**src/rtl/ctkt_pkg.sv**
```systemverilog
`default_nettype none
// Types and constants for the capacitive touch key tracker.
// No dependencies.
package ctkt_pkg;

    typedef enum logic [3:0] {
        NS_CAL   = 4'd0,
        NS_IDLE  = 4'd1,
        NS_LOW   = 4'd2,
        NS_HIGH  = 4'd3,
        NS_TIN   = 4'd4,
        NS_TOUCH = 4'd5,
        NS_TOUT  = 4'd6,
        NS_RECAL = 4'd7,
        NS_ERR   = 4'd8
    } t_node_st;

    typedef enum logic [2:0] {
        EV_NONE     = 3'd0,
        EV_CAL_DONE = 3'd1,
        EV_CAL_ERR  = 3'd2,
        EV_TOUCH    = 3'd3,
        EV_RELEASE  = 3'd4
    } t_event;

    typedef enum logic [2:0] {
        CFG_MUTUAL    = 3'd0,
        CFG_TIN_THR   = 3'd1,
        CFG_TOUT_THR  = 3'd2,
        CFG_TCONFIRM  = 3'd3,
        CFG_RCONFIRM  = 3'd4,
        CFG_TMAX      = 3'd5,
        CFG_DRIFT_UP  = 3'd6,
        CFG_DRIFT_DN  = 3'd7
    } t_cfg_idx;

    typedef enum logic [1:0] {
        CAL_BUSY = 2'd0,
        CAL_DONE = 2'd1,
        CAL_FAIL = 2'd2
    } t_cal_rc;

    typedef enum logic [2:0] {
        CS_IDLE,
        CS_OUTER,
        CS_ROUGH,
        CS_COARSE,
        CS_CFIX,
        CS_FINE,
        CS_FFIX
    } t_cal_state;

    typedef enum logic [2:0] {
        S_IDLE,
        S_EVAL,
        S_CAL,
        S_FIN
    } t_state;

    typedef struct packed {
        logic        done;
        t_cal_rc     rc;
        logic [15:0] comp;
    } t_cal_res;

    typedef struct packed {
        logic [3:0] node_index;
        logic [9:0] sensor_value;
    } t_in_item;

    typedef struct packed {
        logic [3:0]  node_out;
        logic [3:0]  node_status;
        logic [2:0]  event_code;
        logic [15:0] reference_out;
        logic [15:0] compensation_out;
        logic        touched;
    } t_out_item;

    localparam logic [9:0]  CAL_MID      = 10'h1FF;
    localparam logic [9:0]  CAL_TOL      = 10'd10;
    localparam logic [9:0]  STEP_ROUGH   = 10'h0CF;
    localparam logic [9:0]  STEP_COARSE  = 10'h015;
    localparam logic [9:0]  STEP_FINE    = 10'd2;
    localparam logic [9:0]  STEP_ADDR    = 10'h0F0;
    localparam logic [9:0]  ADDR_LIMIT   = 10'h100;
    localparam logic [7:0]  ADDR_INC     = 8'h40;
    localparam logic [7:0]  ADDR_TOP     = 8'hC0;
    localparam logic [15:0] COMP_MUTUAL  = 16'h0234;
    localparam logic [15:0] COMP_SELF    = 16'h0567;
    localparam logic [7:0]  CAL_MAX_TRY  = 8'd10;
    localparam logic [7:0]  RECAL_DWELL  = 8'd3;
    localparam logic [17:0] REF_MID      = 18'd512;

endpackage

`default_nettype wire

```
**src/rtl/ctkt_cal.sv**
```systemverilog
`default_nettype none
// Calibration sequencer: steps the compensation fields by repeated subtraction, at most one subtraction per cycle.
// Depends on ctkt_pkg.
module ctkt_cal (
    input  wire logic              i_clk,
    input  wire logic              i_rst_n,
    input  wire logic              i_start,
    input  wire logic              i_mutual,
    input  wire logic [9:0]        i_raw,
    input  wire logic [15:0]       i_comp,
    output ctkt_pkg::t_cal_res     o_res
);

    ctkt_pkg::t_cal_state r_state, n_state;
    ctkt_pkg::t_cal_res   r_res, n_res;
    logic [9:0] r_r, n_r;
    logic [7:0] r_rough, n_rough, r_coarse, n_coarse, r_fine, n_fine, r_addr, n_addr;
    logic [3:0] r_acc, n_acc;
    logic [7:0] r_dir, n_dir, r_ovf, n_ovf;

    always_ff @(posedge i_clk) begin
        if (!i_rst_n) begin
            r_state  <= ctkt_pkg::CS_IDLE;
            r_res    <= '0;
        end else begin
            r_state  <= n_state;
            r_res    <= n_res;
        end
        r_r      <= n_r;
        r_rough  <= n_rough;
        r_coarse <= n_coarse;
        r_fine   <= n_fine;
        r_addr   <= n_addr;
        r_acc    <= n_acc;
        r_dir    <= n_dir;
        r_ovf    <= n_ovf;
    end

    always_comb begin
        logic       hiside, up;
        logic [9:0] r0;
        logic [7:0] t, c2;
        n_state  = r_state;
        n_res    = r_res;
        n_res.done = 1'b0;
        n_r      = r_r;
        n_rough  = r_rough;
        n_coarse = r_coarse;
        n_fine   = r_fine;
        n_addr   = r_addr;
        n_acc    = r_acc;
        n_dir    = r_dir;
        n_ovf    = r_ovf;
        hiside   = i_raw > ctkt_pkg::CAL_MID;
        r0       = hiside ? i_raw - ctkt_pkg::CAL_MID : ctkt_pkg::CAL_MID - i_raw;
        up       = hiside ? !i_mutual : i_mutual;
        t        = '0;
        c2       = '0;
        case (r_state)
            ctkt_pkg::CS_IDLE: begin
                if (i_start) begin
                    n_acc    = i_comp[3:0];
                    n_fine   = {4'b0, i_comp[7:4]};
                    n_coarse = {4'b0, i_comp[11:8]};
                    n_rough  = {6'b0, i_comp[13:12]};
                    n_addr   = {i_comp[15:14], 6'b0};
                    n_res.comp = i_comp;
                    n_dir    = up ? 8'h01 : 8'hFF;
                    n_ovf    = up ? 8'h06 : 8'hFA;
                    n_r      = r0;
                    if (r0 < ctkt_pkg::CAL_TOL) begin
                        n_res.done = 1'b1;
                        n_res.rc   = ctkt_pkg::CAL_DONE;
                    end else begin
                        if (i_mutual) begin
                            n_r = r0 >> 1;
                        end else if (r0 > ctkt_pkg::ADDR_LIMIT) begin
                            if (hiside && n_addr < ctkt_pkg::ADDR_TOP) begin
                                n_addr = n_addr + ctkt_pkg::ADDR_INC;
                                n_r    = r0 - ctkt_pkg::STEP_ADDR;
                            end else if (!hiside && n_addr >= ctkt_pkg::ADDR_INC) begin
                                n_addr = n_addr - ctkt_pkg::ADDR_INC;
                                n_r    = r0 - ctkt_pkg::STEP_ADDR;
                            end
                        end
                        n_state = ctkt_pkg::CS_OUTER;
                    end
                end
            end
            ctkt_pkg::CS_OUTER: begin
                if (r_r > 10'd1) begin
                    n_state = ctkt_pkg::CS_ROUGH;
                end else begin
                    n_res.done = 1'b1;
                    n_res.rc   = ctkt_pkg::CAL_BUSY;
                    n_res.comp = {({r_rough[3:0], 4'b0} | r_addr | r_coarse),
                                  r_fine[3:0], r_acc};
                    n_state    = ctkt_pkg::CS_IDLE;
                end
            end
            ctkt_pkg::CS_ROUGH: begin
                t = r_rough + r_dir;
                if (r_r > ctkt_pkg::STEP_ROUGH && t <= 8'd3) begin
                    n_rough = t;
                    n_r     = r_r - ctkt_pkg::STEP_ROUGH;
                end else begin
                    n_state = ctkt_pkg::CS_COARSE;
                end
            end
            ctkt_pkg::CS_COARSE: begin
                t = r_coarse + r_dir;
                if (r_r > ctkt_pkg::STEP_COARSE) begin
                    n_coarse = t;
                    if (t > 8'h0F) n_state = ctkt_pkg::CS_CFIX;
                    else n_r = r_r - ctkt_pkg::STEP_COARSE;
                end else begin
                    n_state = ctkt_pkg::CS_CFIX;
                end
            end
            ctkt_pkg::CS_CFIX: begin
                t = r_rough + r_dir;
                if (r_coarse > 8'h0F) begin
                    if (t > 8'd3) begin
                        n_coarse = r_coarse - r_dir;
                    end else begin
                        n_rough  = t;
                        n_coarse = r_coarse - r_ovf;
                    end
                end
                n_state = ctkt_pkg::CS_FINE;
            end
            ctkt_pkg::CS_FINE: begin
                t = r_fine + r_dir;
                if (r_r > 10'd1) begin
                    n_fine = t;
                    if (t > 8'h0F) n_state = ctkt_pkg::CS_FFIX;
                    else n_r = r_r - ctkt_pkg::STEP_FINE;
                end else begin
                    n_state = ctkt_pkg::CS_FFIX;
                end
            end
            ctkt_pkg::CS_FFIX: begin
                t  = r_rough + r_dir;
                c2 = r_coarse + r_dir;
                n_state = ctkt_pkg::CS_OUTER;
                if (r_fine > 8'h0F) begin
                    if (c2 > 8'h0F) begin
                        if (t > 8'd3) begin
                            n_res.done = 1'b1;
                            n_res.rc   = ctkt_pkg::CAL_FAIL;
                            n_state    = ctkt_pkg::CS_IDLE;
                        end else begin
                            n_rough  = t;
                            n_coarse = c2 - r_ovf;
                        end
                    end else begin
                        n_coarse = c2;
                        n_fine   = r_fine - r_ovf;
                    end
                end
            end
            default: n_state = ctkt_pkg::CS_IDLE;
        endcase
    end

    assign o_res = r_res;

endmodule

`default_nettype wire

```
**src/rtl/capacitive_touch_key_tracker.sv**
```systemverilog
`default_nettype none
// Capacitive touch key tracker top level: per-node state tables and detection logic.
// Depends on ctkt_pkg and ctkt_cal.
//
// One transaction carries one measurement for one node and yields one result.
// For a calibrated node the transaction passes through evaluation, then
// write-back, where the result is registered; the input is ready again in the
// same cycle that the result becomes valid. A calibrating node adds the
// calibration sequencer's rough (207 counts), coarse (21 counts) and fine
// (2 counts) steps, plus a check state and fix-up states in each pass.
// The input is ready only in idle; a result waiting at the output holds the
// write-back until it is taken.
module capacitive_touch_key_tracker #(
    parameter int NODE_COUNT  = 16,
    parameter int RECAL_DELTA = 150
) (
    input  wire logic                i_clk,
    input  wire logic                i_rst_n,
    input  wire logic                i_in_valid,
    output logic                     o_in_ready,
    input  wire ctkt_pkg::t_in_item  i_in_data,
    output logic                     o_out_valid,
    input  wire logic                i_out_ready,
    output ctkt_pkg::t_out_item      o_out_data,
    input  wire logic                i_cfg_we,
    input  wire logic [2:0]          i_cfg_idx,
    input  wire logic [8:0]          i_cfg_data
);

    localparam int AW = (NODE_COUNT > 1) ? $clog2(NODE_COUNT) : 1;
    localparam logic signed [17:0] NEG_RD = 18'(-RECAL_DELTA);
    localparam logic signed [17:0] REF_LO = 18'(512 - RECAL_DELTA);
    localparam logic signed [17:0] REF_HI = 18'(512 + RECAL_DELTA);

    logic [3:0]  mem_st   [NODE_COUNT];
    logic [7:0]  mem_dw   [NODE_COUNT];
    logic [15:0] mem_ref  [NODE_COUNT];
    logic [15:0] mem_comp [NODE_COUNT];

    ctkt_pkg::t_state r_state, n_state;
    logic            r_mutual;
    logic [8:0]      r_tin, r_tout;
    logic [7:0]      r_tconf, r_rconf, r_tmax, r_dup, r_ddn;
    logic [NODE_COUNT-1:0] r_started;
    logic [3:0]      r_q_st;
    logic [7:0]      r_q_dw;
    logic [15:0]     r_q_ref, r_q_comp;
    logic [3:0]      r_node;
    logic [9:0]      r_s;
    logic            r_bad, n_bad;
    ctkt_pkg::t_node_st r_st, n_st, r_nst, n_nst;
    ctkt_pkg::t_event   r_ev, n_ev;
    logic [7:0]      r_dw, n_dw;
    logic [15:0]     r_ref, n_ref, r_comp, n_comp;
    logic            r_ovalid, n_ovalid;
    ctkt_pkg::t_out_item r_out, n_out;
    logic            cal_start;
    ctkt_pkg::t_cal_res cal_res;
    logic            in_go, fin_go, started;
    logic [AW-1:0]   in_addr, addr;
    logic [7:0]      wb_dw;

    assign in_go   = i_in_valid && o_in_ready;
    assign fin_go  = (r_state == ctkt_pkg::S_FIN) && (!r_ovalid || i_out_ready);
    assign in_addr = AW'(i_in_data.node_index);
    assign addr    = AW'(r_node);
    assign started = r_started[addr];

    ctkt_cal u_cal (
        .i_clk    (i_clk),
        .i_rst_n  (i_rst_n),
        .i_start  (cal_start),
        .i_mutual (r_mutual),
        .i_raw    (r_s),
        .i_comp   (started ? r_q_comp
                           : (r_mutual ? ctkt_pkg::COMP_MUTUAL : ctkt_pkg::COMP_SELF)),
        .o_res    (cal_res)
    );

    always_ff @(posedge i_clk) begin
        if (!i_rst_n) begin
            r_mutual <= 1'b0;
            r_tin    <= 9'd20;
            r_tout   <= 9'd10;
            r_tconf  <= 8'd3;
            r_rconf  <= 8'd3;
            r_tmax   <= 8'd200;
            r_dup    <= 8'd15;
            r_ddn    <= 8'd15;
        end else if (i_cfg_we) begin
            case (ctkt_pkg::t_cfg_idx'(i_cfg_idx))
                ctkt_pkg::CFG_MUTUAL:   r_mutual <= i_cfg_data[0];
                ctkt_pkg::CFG_TIN_THR:  r_tin    <= i_cfg_data;
                ctkt_pkg::CFG_TOUT_THR: r_tout   <= i_cfg_data;
                ctkt_pkg::CFG_TCONFIRM: r_tconf  <= i_cfg_data[7:0];
                ctkt_pkg::CFG_RCONFIRM: r_rconf  <= i_cfg_data[7:0];
                ctkt_pkg::CFG_TMAX:     r_tmax   <= i_cfg_data[7:0];
                ctkt_pkg::CFG_DRIFT_UP: r_dup    <= i_cfg_data[7:0];
                ctkt_pkg::CFG_DRIFT_DN: r_ddn    <= i_cfg_data[7:0];
                default: ;
            endcase
        end
    end

    always_ff @(posedge i_clk) begin
        if (!i_rst_n) begin
            r_state   <= ctkt_pkg::S_IDLE;
            r_ovalid  <= 1'b0;
            r_started <= '0;
        end else begin
            r_state  <= n_state;
            r_ovalid <= n_ovalid;
            if (fin_go && !r_bad) r_started[addr] <= 1'b1;
        end
        r_bad  <= n_bad;
        r_st   <= n_st;
        r_nst  <= n_nst;
        r_ev   <= n_ev;
        r_dw   <= n_dw;
        r_ref  <= n_ref;
        r_comp <= n_comp;
        r_out  <= n_out;
        if (in_go) begin
            r_node <= i_in_data.node_index;
            r_s    <= i_in_data.sensor_value;
        end
    end

    always_ff @(posedge i_clk) begin
        r_q_st   <= mem_st[in_addr];
        r_q_dw   <= mem_dw[in_addr];
        r_q_ref  <= mem_ref[in_addr];
        r_q_comp <= mem_comp[in_addr];
        if (fin_go && !r_bad) begin
            mem_st[addr]   <= r_nst;
            mem_dw[addr]   <= wb_dw;
            mem_ref[addr]  <= r_ref;
            mem_comp[addr] <= r_comp;
        end
    end

    assign wb_dw = (r_st != ctkt_pkg::NS_ERR && r_nst != ctkt_pkg::NS_ERR)
                 ? ((r_nst != r_st) ? 8'd0 : r_dw + 8'd1) : r_dw;

    always_comb begin
        ctkt_pkg::t_node_st st;
        logic [7:0]         dw;
        logic signed [17:0] d, refs, tin, tout;
        n_state   = r_state;
        n_bad     = r_bad;
        n_st      = r_st;
        n_nst     = r_nst;
        n_ev      = r_ev;
        n_dw      = r_dw;
        n_ref     = r_ref;
        n_comp    = r_comp;
        n_ovalid  = r_ovalid && !i_out_ready;
        n_out     = r_out;
        cal_start = 1'b0;
        st   = started ? ctkt_pkg::t_node_st'(r_q_st) : ctkt_pkg::NS_CAL;
        dw   = started ? r_q_dw : 8'd0;
        refs = signed'({2'b0, r_q_ref});
        d    = signed'({8'b0, r_s}) - refs;
        tin  = signed'({9'b0, r_tin});
        tout = signed'({9'b0, r_tout});
        case (r_state)
            ctkt_pkg::S_IDLE: begin
                if (in_go) begin
                    n_bad   = int'(i_in_data.node_index) >= NODE_COUNT;
                    n_state = n_bad ? ctkt_pkg::S_FIN : ctkt_pkg::S_EVAL;
                end
            end
            ctkt_pkg::S_EVAL: begin
                n_st   = st;
                n_dw   = dw;
                n_ref  = started ? r_q_ref : 16'd0;
                n_comp = started ? r_q_comp
                       : (r_mutual ? ctkt_pkg::COMP_MUTUAL : ctkt_pkg::COMP_SELF);
                n_ev   = ctkt_pkg::EV_NONE;
                n_nst  = st;
                n_state = ctkt_pkg::S_FIN;
                case (st)
                    ctkt_pkg::NS_CAL: begin
                        cal_start = 1'b1;
                        n_state   = ctkt_pkg::S_CAL;
                    end
                    ctkt_pkg::NS_RECAL: begin
                        if (d > NEG_RD) n_nst = ctkt_pkg::NS_IDLE;
                        else if (dw > ctkt_pkg::RECAL_DWELL) n_nst = ctkt_pkg::NS_CAL;
                    end
                    ctkt_pkg::NS_LOW: begin
                        if (d > 18'sd0) n_nst = ctkt_pkg::NS_IDLE;
                        else if (d < NEG_RD) n_nst = ctkt_pkg::NS_RECAL;
                        else if (dw > r_ddn) begin
                            n_ref = r_q_ref - 16'd1;
                            n_nst = ctkt_pkg::NS_IDLE;
                        end
                    end
                    ctkt_pkg::NS_IDLE: begin
                        if (d < NEG_RD) n_nst = ctkt_pkg::NS_RECAL;
                        else if (d >= tin) n_nst = ctkt_pkg::NS_TIN;
                        else if (refs <= REF_LO) n_nst = ctkt_pkg::NS_CAL;
                        else if (refs >= REF_HI) n_nst = ctkt_pkg::NS_CAL;
                        else if (d < -18'sd1) n_nst = ctkt_pkg::NS_LOW;
                        else if (d > 18'sd1) n_nst = ctkt_pkg::NS_HIGH;
                    end
                    ctkt_pkg::NS_HIGH: begin
                        if (d < 18'sd0) n_nst = ctkt_pkg::NS_IDLE;
                        else if (d >= tin) n_nst = ctkt_pkg::NS_TIN;
                        else if (dw > r_dup) begin
                            n_ref = r_q_ref + 16'd1;
                            n_nst = ctkt_pkg::NS_IDLE;
                        end
                    end
                    ctkt_pkg::NS_TIN: begin
                        if (dw >= r_tconf) begin
                            n_nst = ctkt_pkg::NS_TOUCH;
                            n_ev  = ctkt_pkg::EV_TOUCH;
                        end else if (d < tin) n_nst = ctkt_pkg::NS_IDLE;
                    end
                    ctkt_pkg::NS_TOUT: begin
                        if (dw >= r_rconf) begin
                            n_nst = ctkt_pkg::NS_IDLE;
                            n_ev  = ctkt_pkg::EV_RELEASE;
                        end else if (d > tin) n_nst = ctkt_pkg::NS_TOUCH;
                    end
                    ctkt_pkg::NS_TOUCH: begin
                        if (dw > r_tmax) n_nst = ctkt_pkg::NS_CAL;
                        else if (d < tout) n_nst = ctkt_pkg::NS_TOUT;
                    end
                    default: n_nst = ctkt_pkg::NS_ERR;
                endcase
            end
            ctkt_pkg::S_CAL: begin
                if (cal_res.done) begin
                    n_state = ctkt_pkg::S_FIN;
                    case (cal_res.rc)
                        ctkt_pkg::CAL_DONE: begin
                            n_ref = {6'b0, r_s};
                            n_nst = ctkt_pkg::NS_IDLE;
                            n_ev  = ctkt_pkg::EV_CAL_DONE;
                        end
                        ctkt_pkg::CAL_FAIL: begin
                            n_nst = ctkt_pkg::NS_ERR;
                            n_ev  = ctkt_pkg::EV_CAL_ERR;
                        end
                        default: begin
                            n_comp = cal_res.comp;
                            if (r_dw > ctkt_pkg::CAL_MAX_TRY) begin
                                n_nst = ctkt_pkg::NS_ERR;
                                n_ev  = ctkt_pkg::EV_CAL_ERR;
                            end
                        end
                    endcase
                end
            end
            ctkt_pkg::S_FIN: begin
                if (fin_go) begin
                    n_ovalid = 1'b1;
                    n_state  = ctkt_pkg::S_IDLE;
                    n_out.node_out = r_node;
                    if (r_bad) begin
                        n_out.node_status      = ctkt_pkg::NS_ERR;
                        n_out.event_code       = ctkt_pkg::EV_NONE;
                        n_out.reference_out    = '0;
                        n_out.compensation_out = '0;
                        n_out.touched          = 1'b0;
                    end else begin
                        n_out.node_status      = r_nst;
                        n_out.event_code       = r_ev;
                        n_out.reference_out    = r_ref;
                        n_out.compensation_out = r_comp;
                        n_out.touched          = (r_nst == ctkt_pkg::NS_TOUCH) ||
                                                 (r_nst == ctkt_pkg::NS_TOUT);
                    end
                end
            end
            default: n_state = ctkt_pkg::S_IDLE;
        endcase
    end

    assign o_in_ready  = (r_state == ctkt_pkg::S_IDLE);
    assign o_out_valid = r_ovalid;
    assign o_out_data  = r_out;

endmodule

`default_nettype wire

```
**config.mk**
```make
export PLATFORM = sky130hd
export DESIGN_NAME = capacitive_touch_key_tracker
export DESIGN_NICKNAME = d
export VERILOG_FILES = /design/src/rtl/ctkt_pkg.sv /design/src/rtl/ctkt_cal.sv /design/src/rtl/capacitive_touch_key_tracker.sv
export SDC_FILE = /design/constraint.sdc
export NUM_CORES = 1
export LEC_CHECK = 0
export BUFFER_PORTS_ARGS = -buffer_cell sky130_fd_sc_hd__clkbuf_2
export CAP_MARGIN = 15
export CORE_ASPECT_RATIO = 1.4
export CORE_MARGIN = 5
export CORE_UTILIZATION = 55
export CTS_CLUSTER_SIZE = 40
export DETAILED_ROUTE_END_ITERATION = 10
export GPL_ROUTABILITY_DRIVEN = 0
export PLACE_DENSITY_LB_ADDON = 0.2
export REMOVE_ABC_BUFFERS = 1
export SYNTH_ARGS = -nofsm -noshare
export SYNTH_HDL_FRONTEND = slang
export SYNTH_SLANG_ARGS = --single-unit
```
**constraint.sdc**
```tcl
create_clock -name i_clk -period 19.03 [get_ports i_clk]
set_input_delay 3.806 -clock i_clk [delete_from_list [all_inputs] [get_ports i_clk]]
set_output_delay 3.806 -clock i_clk [all_outputs]
set_load 0.01 [all_outputs]
```
Word level (Yosys, flattened, before mapping)
Memories as Yosys holds them, arrays and structs flattened. A register that Yosys moved wholly into a read port is not among the register bits.
Cells that the tools add are included.
{ "word_totals": {"ram_bits": 704, "reg_bits": 272, "memories": 4, "in_bits": 31, "out_inout_bits": 46, "elab_cells": 330} }
{ "classes": {"mux": 128, "n_eq_ne": 54, "reduce_logical": 48, "n_lt_le_gt_ge": 35, "bitwise": 4, "addsub": 19} }
{ "mem_list": {"columns": ["name", "depth", "width", "rd", "rd_ports_with_merged_regs", "wr", "line_no", "source"], "rows": [
  ["mem_comp", 16, 16, 1, 1, 1, "capacitive_touch_key_tracker.sv:38", "logic [15:0] mem_comp [NODE_COUNT];"],
  ["mem_ref", 16, 16, 1, 1, 1, "capacitive_touch_key_tracker.sv:37", "logic [15:0] mem_ref [NODE_COUNT];"],
  ["mem_dw", 16, 8, 1, 1, 1, "capacitive_touch_key_tracker.sv:36", "logic [7:0] mem_dw [NODE_COUNT];"],
  ["mem_st", 16, 4, 1, 1, 1, "capacitive_touch_key_tracker.sv:35", "logic [3:0] mem_st [NODE_COUNT];"]
]} }
{ "ops": {"columns": ["operator", "count"], "rows": [
  ["8-bit two-way mux", 27],
  ["16-bit two-way mux", 12],
  ["16-bit case mux with 2 select lines", 4],
  ["10-bit two-way mux", 12],
  ["4-bit two-way mux", 23],
  ["8-bit case mux with 4 select lines", 2],
  ["3-bit two-way mux", 19],
  ["8-bit by 4-bit > comparator with 1-bit output (second input constant)", 5],
  ["10-bit case mux with 4 select lines", 1],
  ["19-bit two-way mux", 2],
  ["17-bit by 1-bit < comparator with 1-bit output (second input constant)", 2],
  ["17-bit by 10-bit < comparator with 1-bit output", 2],
  ["4-bit case mux with 8 select lines", 1],
  ["8-bit subtractor", 4],
  ["8-bit adder", 3],
  ["4-bit by 3-bit == test with 1-bit output (second input constant)", 6],
  ["8-bit > comparator", 3],
  ["8-bit case mux with 3 select lines", 1],
  ["3-bit == test (second input constant)", 7],
  ["3-bit case mux with 7 select lines", 1],
  ["10-bit by 9-bit > comparator with 1-bit output (second input constant)", 2],
  ["2-bit by 1-bit != test with 1-bit output (second input constant)", 10],
  ["2-bit != test (second input constant)", 10],
  ["2-bit AND reduction", 10],
  ["65 further kinds", 119]
]} }

Logic depth before layout (Yosys ltp)
{ "logic_depth": {"word_depth": 12, "ltp_mapped": 22, "mapped_depth_nobuf": 21} }

Hierarchy
A second synthesis with hierarchy kept.
{ "hier_totals": {"hier_cells": 2885, "area_unflattened_um2": 43835.8} }
{ "modules_own_cells": {"columns": ["module", "cells_per_inst", "area_per_inst_um2", "seq_area_each_um2", "n_inst"], "rows": [
  ["capacitive_touch_key_tracker", 2176, 38076.5, 26855.8, 1],
  ["ctkt_cal", 709, 5759.3, 1701.6, 1]
]} }

Worst setup path after synthesis
Ideal clock, no wire load.
{ "synth_path": {"path_type": "input to register", "startpoint": "input i_out_ready", "endpoint": "memory mem_comp[4][0] (enable)", "t_arrival_ns": 9.366, "setup_ns": 0.502, "path_slack_ns": 9.161, "path_buffers": 0, "t_required_ns": 18.528, "path_stages": 4, "cell_sequence": "nor2b_1 nor2_1 nand3b_1 nor3_1"} }
{ "synth_via": {"elab_chain_len": 4} }
{ "synth_rtl": {"columns": ["item", "line_no", "source"], "rows": [
  ["from (decl)", "capacitive_touch_key_tracker.sv:23", "input wire logic i_out_ready,"],
  ["1-bit logical OR", "capacitive_touch_key_tracker.sv:64", "assign fin_go = (r_state == ctkt_pkg::S_FIN) && (!r_ovalid || i_out_ready);"],
  ["1-bit logical AND", "capacitive_touch_key_tracker.sv:64", null],
  ["net fin_go", "capacitive_touch_key_tracker.sv:59", "logic in_go, fin_go, started;"],
  ["1-bit two-way mux", "capacitive_touch_key_tracker.sv:134", "if (fin_go && !r_bad) begin"],
  ["1-bit two-way mux (implied by the code)", "capacitive_touch_key_tracker.sv:138", "mem_comp[addr] <= r_comp;"],
  ["to (decl)", "capacitive_touch_key_tracker.sv:38", null]
]} }
The timed path passes the listed nets, and every way through them passes these cells.

Worst setup path after layout
{ "layout_path": {"startpoint": "input i_out_ready", "endpoint": "memory mem_ref[8][7] (enable)"} }
{ "layout_via": {"elab_chain_len": 4} }
{ "layout_rtl": {"columns": ["item", "line_no", "source"], "rows": [
  ["1-bit logical OR", "capacitive_touch_key_tracker.sv:64", null],
  ["1-bit logical AND", "capacitive_touch_key_tracker.sv:64", null],
  ["net fin_go", "capacitive_touch_key_tracker.sv:59", null],
  ["1-bit two-way mux", "capacitive_touch_key_tracker.sv:134", null],
  ["1-bit two-way mux (implied by the code)", "capacitive_touch_key_tracker.sv:137", "mem_ref[addr] <= r_ref;"],
  ["to (decl)", "capacitive_touch_key_tracker.sv:37", null]
]} }
The timed path passes the listed nets, and every way through them passes these cells.

==> flow_summary.json <==
{
  "status": "completed",
  "firstDrtPassIters": 7,
  "ctsHoldBuffers": 0,
  "numPortBuffers": 76,
  "grt_max_degree": 117,
  "cts_made_buffers": 92,
  "peakVddDrop_mv": 0.07638,
  "period_minus_slack_ns": 6.182,
  "drt_iter0_markers": 2548,
  "synthFlopType": "edfxtp_1",
  "synth.most_common_cell": "edfxtp_1",
  "final_area_mm2": 0.04864,
  "final_nets": 3147,
  "clock_sinks": 999,
  "fp.dieH_um": 343.7,
  "cts.path.max_buffers": 3,
  "die_width_um": 248.4,
  "drtAntennaViolNets": 0,
  "fillers": 5807,
  "syn_area_per_cell_um2": 15.05,
  "syn_inst": 2906,
  "relSlewSlack_pct": 25.89,
  "period_share_pct": 32.48,
  "place_area_mm2": 0.04542,
  "arrival_ns": 6.45,
  "synth-edff-count": 855,
  "r2r_start": "addr[1]",
  "met2_length_um": 54550,
  "yosysWarnings": 0,
  "fp.dieArea_mm2": 0.08536,
  "regToRegSetupSlack_ns": 13.26,
  "dr_wl_met3_um": 7471,
  "insertion_delay_ns": 0.66,
  "tightest_slew_ns": 1.112,
  "detail_route.vias_per_cell": 6.327,
  "yosys-top-cells-count": "edfxtp_1 (855), mux4_2 (224), nand2_1 (223), nor2_1 (173), a21oi_1 (151)",
  "final-hold-violation-count": 0,
  "cp-startpoint": "i_out_ready",
  "synth_top_area_share_pct": 58.69,
  "cp_max_fo": 45,
  "yosys.area.top_type": "edfxtp_1",
  "hp-class": "reg2reg",
  "drcViolationCount": 0,
  "powerDensity_mw_per_mm2": 127.6,
  "fmax_mhz": 161.8,
  "setup_violations": 0,
  "pre_cts_ws_ns": 12.17,
  "cap_violations": 0,
  "fp-row-count": 122,
  "cts_root_buf": "clkbuf_16",
  "clk_pin_slew_worst_paths_ns": 0.07,
  "grt_setup_unrepaired": "no",
  "setup_ws_ns": 12.85,
  "yosys-top-cells-area": "edfxtp_1 (59%), mux4_2 (12%), dfxtp_1 (6.6%), ha_1 (3.6%), nand2_1 (1.9%)",
  "antenna_found_initial": 0,
  "total_power_uw": 6207,
  "reg2reg_to": "r_ref[10]",
  "num_antenna_cells": 0,
  "route.top_layer_used": "met4",
  "tns_ns": 0,
  "wl_per_cell_um": 26.04,
  "crit_path_end_kind": "flip-flop",
  "track_usage_pct": 25.00,
  "cts_resized": 0,
  "ioPinCount": 77,
  "hpwl_um": 64680,
  "htree_levels": 3,
  "overflow": 0,
  "wl_um": 107200,
  "m1WireLength_um": 41770,
  "ys_types": 90,
  "syn_to_final_growth_pct": 11.19,
  "initial_utilization_pct": 55.32,
  "synth_seq_cells": 999,
  "finClkSkew_ns": 0.02761,
  "synthArstFlopShare_pct": 0,
  "vias": 26040,
  "grt_pass1_vias": 26450,
  "grt_pass1_wl_um": 161000,
  "crit_required_ns": 19.30,
  "drv_slew": 0,
  "start_kind": "input port",
  "postCtsSetupRepairBufs": 0,
  "cts_tree": "yes",
  "seq_area_frac_synth_pct": 65.28,
  "crit_path_end": "mem_ref[8][7]",
  "syn_area_mm2": 0.04375,
  "layout-drive-gt1-share_pct": 18.06,
  "placeableCoreArea_mm2": 0.07907,
  "critical_path_class": "in2reg",
  "holdWs_ns": 0.4286,
  "r2r_cells": 15,
  "leakage_uw": 0.01653
}
routing by layer:
metal	vias up	GRT usage (%)
met4	0	8.556
met1	13250	32.86
li1	11480	-
met5	-	0
met2	1121	43.24
met3	197	3.474
power breakdown:
part	total (uW)	internal (uW)	switching, uW	leakage (uW)
Clock	1930	1120	811	0.00153
Sequential	3040	2750	285	0.00893
Combinational	1230	472	763	0.00606
sequential cells by signal, indices dropped and copies added (netlist names), 19 cells and up:
| name | flops |
|---|---|
| mem_comp | 256 |
| u_cal.o_res | 19 |
| mem_ref | 256 |
| mem_st | 64 |
| o_out_data | 44 |
| mem_dw | 128 |
worst max-delay path: stages:
cell      delay [ns]
clkbuf_2        0.09
nor2b_1         0.07
nor2_4          0.54
buf_4           0.57
nand3b_1        0.39
nor3_2          0.21
buf_4           0.72
cell families after synthesis:
| family | synth area share (%) |
|---|---|
| and+or+nand+nor | 7.233 |
| buffers and inverters | 2.397 |
| adders and majority gates | 3.896 |
| muxes | 12.11 |
| xor gates and xnor gates | 1.201 |
| AOI/OAI and AO/OA | 7.880 |
| DFF | 65.28 |
through the flow:
stage | std cells | util [%]
floorplan | 2768 | -
finish | 4116 | 61.51
global placement | 3941 | 57.44
CTS | 4114 | 61.47
detailed placement | 3942 | 57.45
global route | 4116 | 61.51
worst min path at each step:
stage,startpoint,to,slack (ns),cells past startpoint
global placement,r_ev[0],o_out_data[33],0.43,0
finish,r_ev[0],o_out_data[33],0.43,0
floorplan,r_ev[0],o_out_data[33],0.40,0
global route,r_ev[1],o_out_data[34],0.44,0
CTS,r_ev[0],o_out_data[33],0.43,0
detailed placement,r_ev[0],o_out_data[33],0.43,0
layout by cell type, fill, tap and decap left out, types with 14 or more instances in the layout:
cell type | Yosys | routed
edfxtp_1 | 855 | 855
bufinv_16 | 0 | 14
and3_1 | 19 | 19
a211oi_1 | 27 | 26
clkbuf_16 | 0 | 93
a31oi_1 | 16 | 16
o21bai_1 | 14 | 14
xor2_1 | 20 | 20
nor2b_1 | 20 | 20
o211ai_1 | 35 | 35
inv_1 | 132 | 132
xnor2_1 | 40 | 40
o22ai_1 | 18 | 18
clkbuf_1 | 102 | 15
dfxtp_1 | 144 | 144
nor2_1 | 173 | 159
buf_4 | 0 | 44
clkbuf_2 | 1 | 73
ha_1 | 125 | 125
nand2b_1 | 32 | 32
o21ai_0 | 96 | 95
nor3_1 | 44 | 40
nand4_1 | 23 | 23
a21oi_1 | 151 | 151
mux4_2 | 224 | 224
nand3_1 | 48 | 48
a21o_1 | 30 | 30
and2_1 | 19 | 19
nand2_1 | 223 | 223
cell type report:
| type | count | area (um^2) | share of cell area (%) |
|---|---|---|---|
| well taps | 1054 | 1319 | 2.711 |
| repair buffers | 122 | 777.0 | 1.597 |
| clock buffers | 115 | 2480 | 5.099 |
| clock inverters | 57 | 701.9 | 1.443 |
| inverters | 136 | 510.5 | 1.050 |
| flip-flops and latches | 999 | 28560 | 58.71 |
| multi-input cells | 1633 | 14290 | 29.39 |
Note: power is estimated with default switching activity, not from simulation.
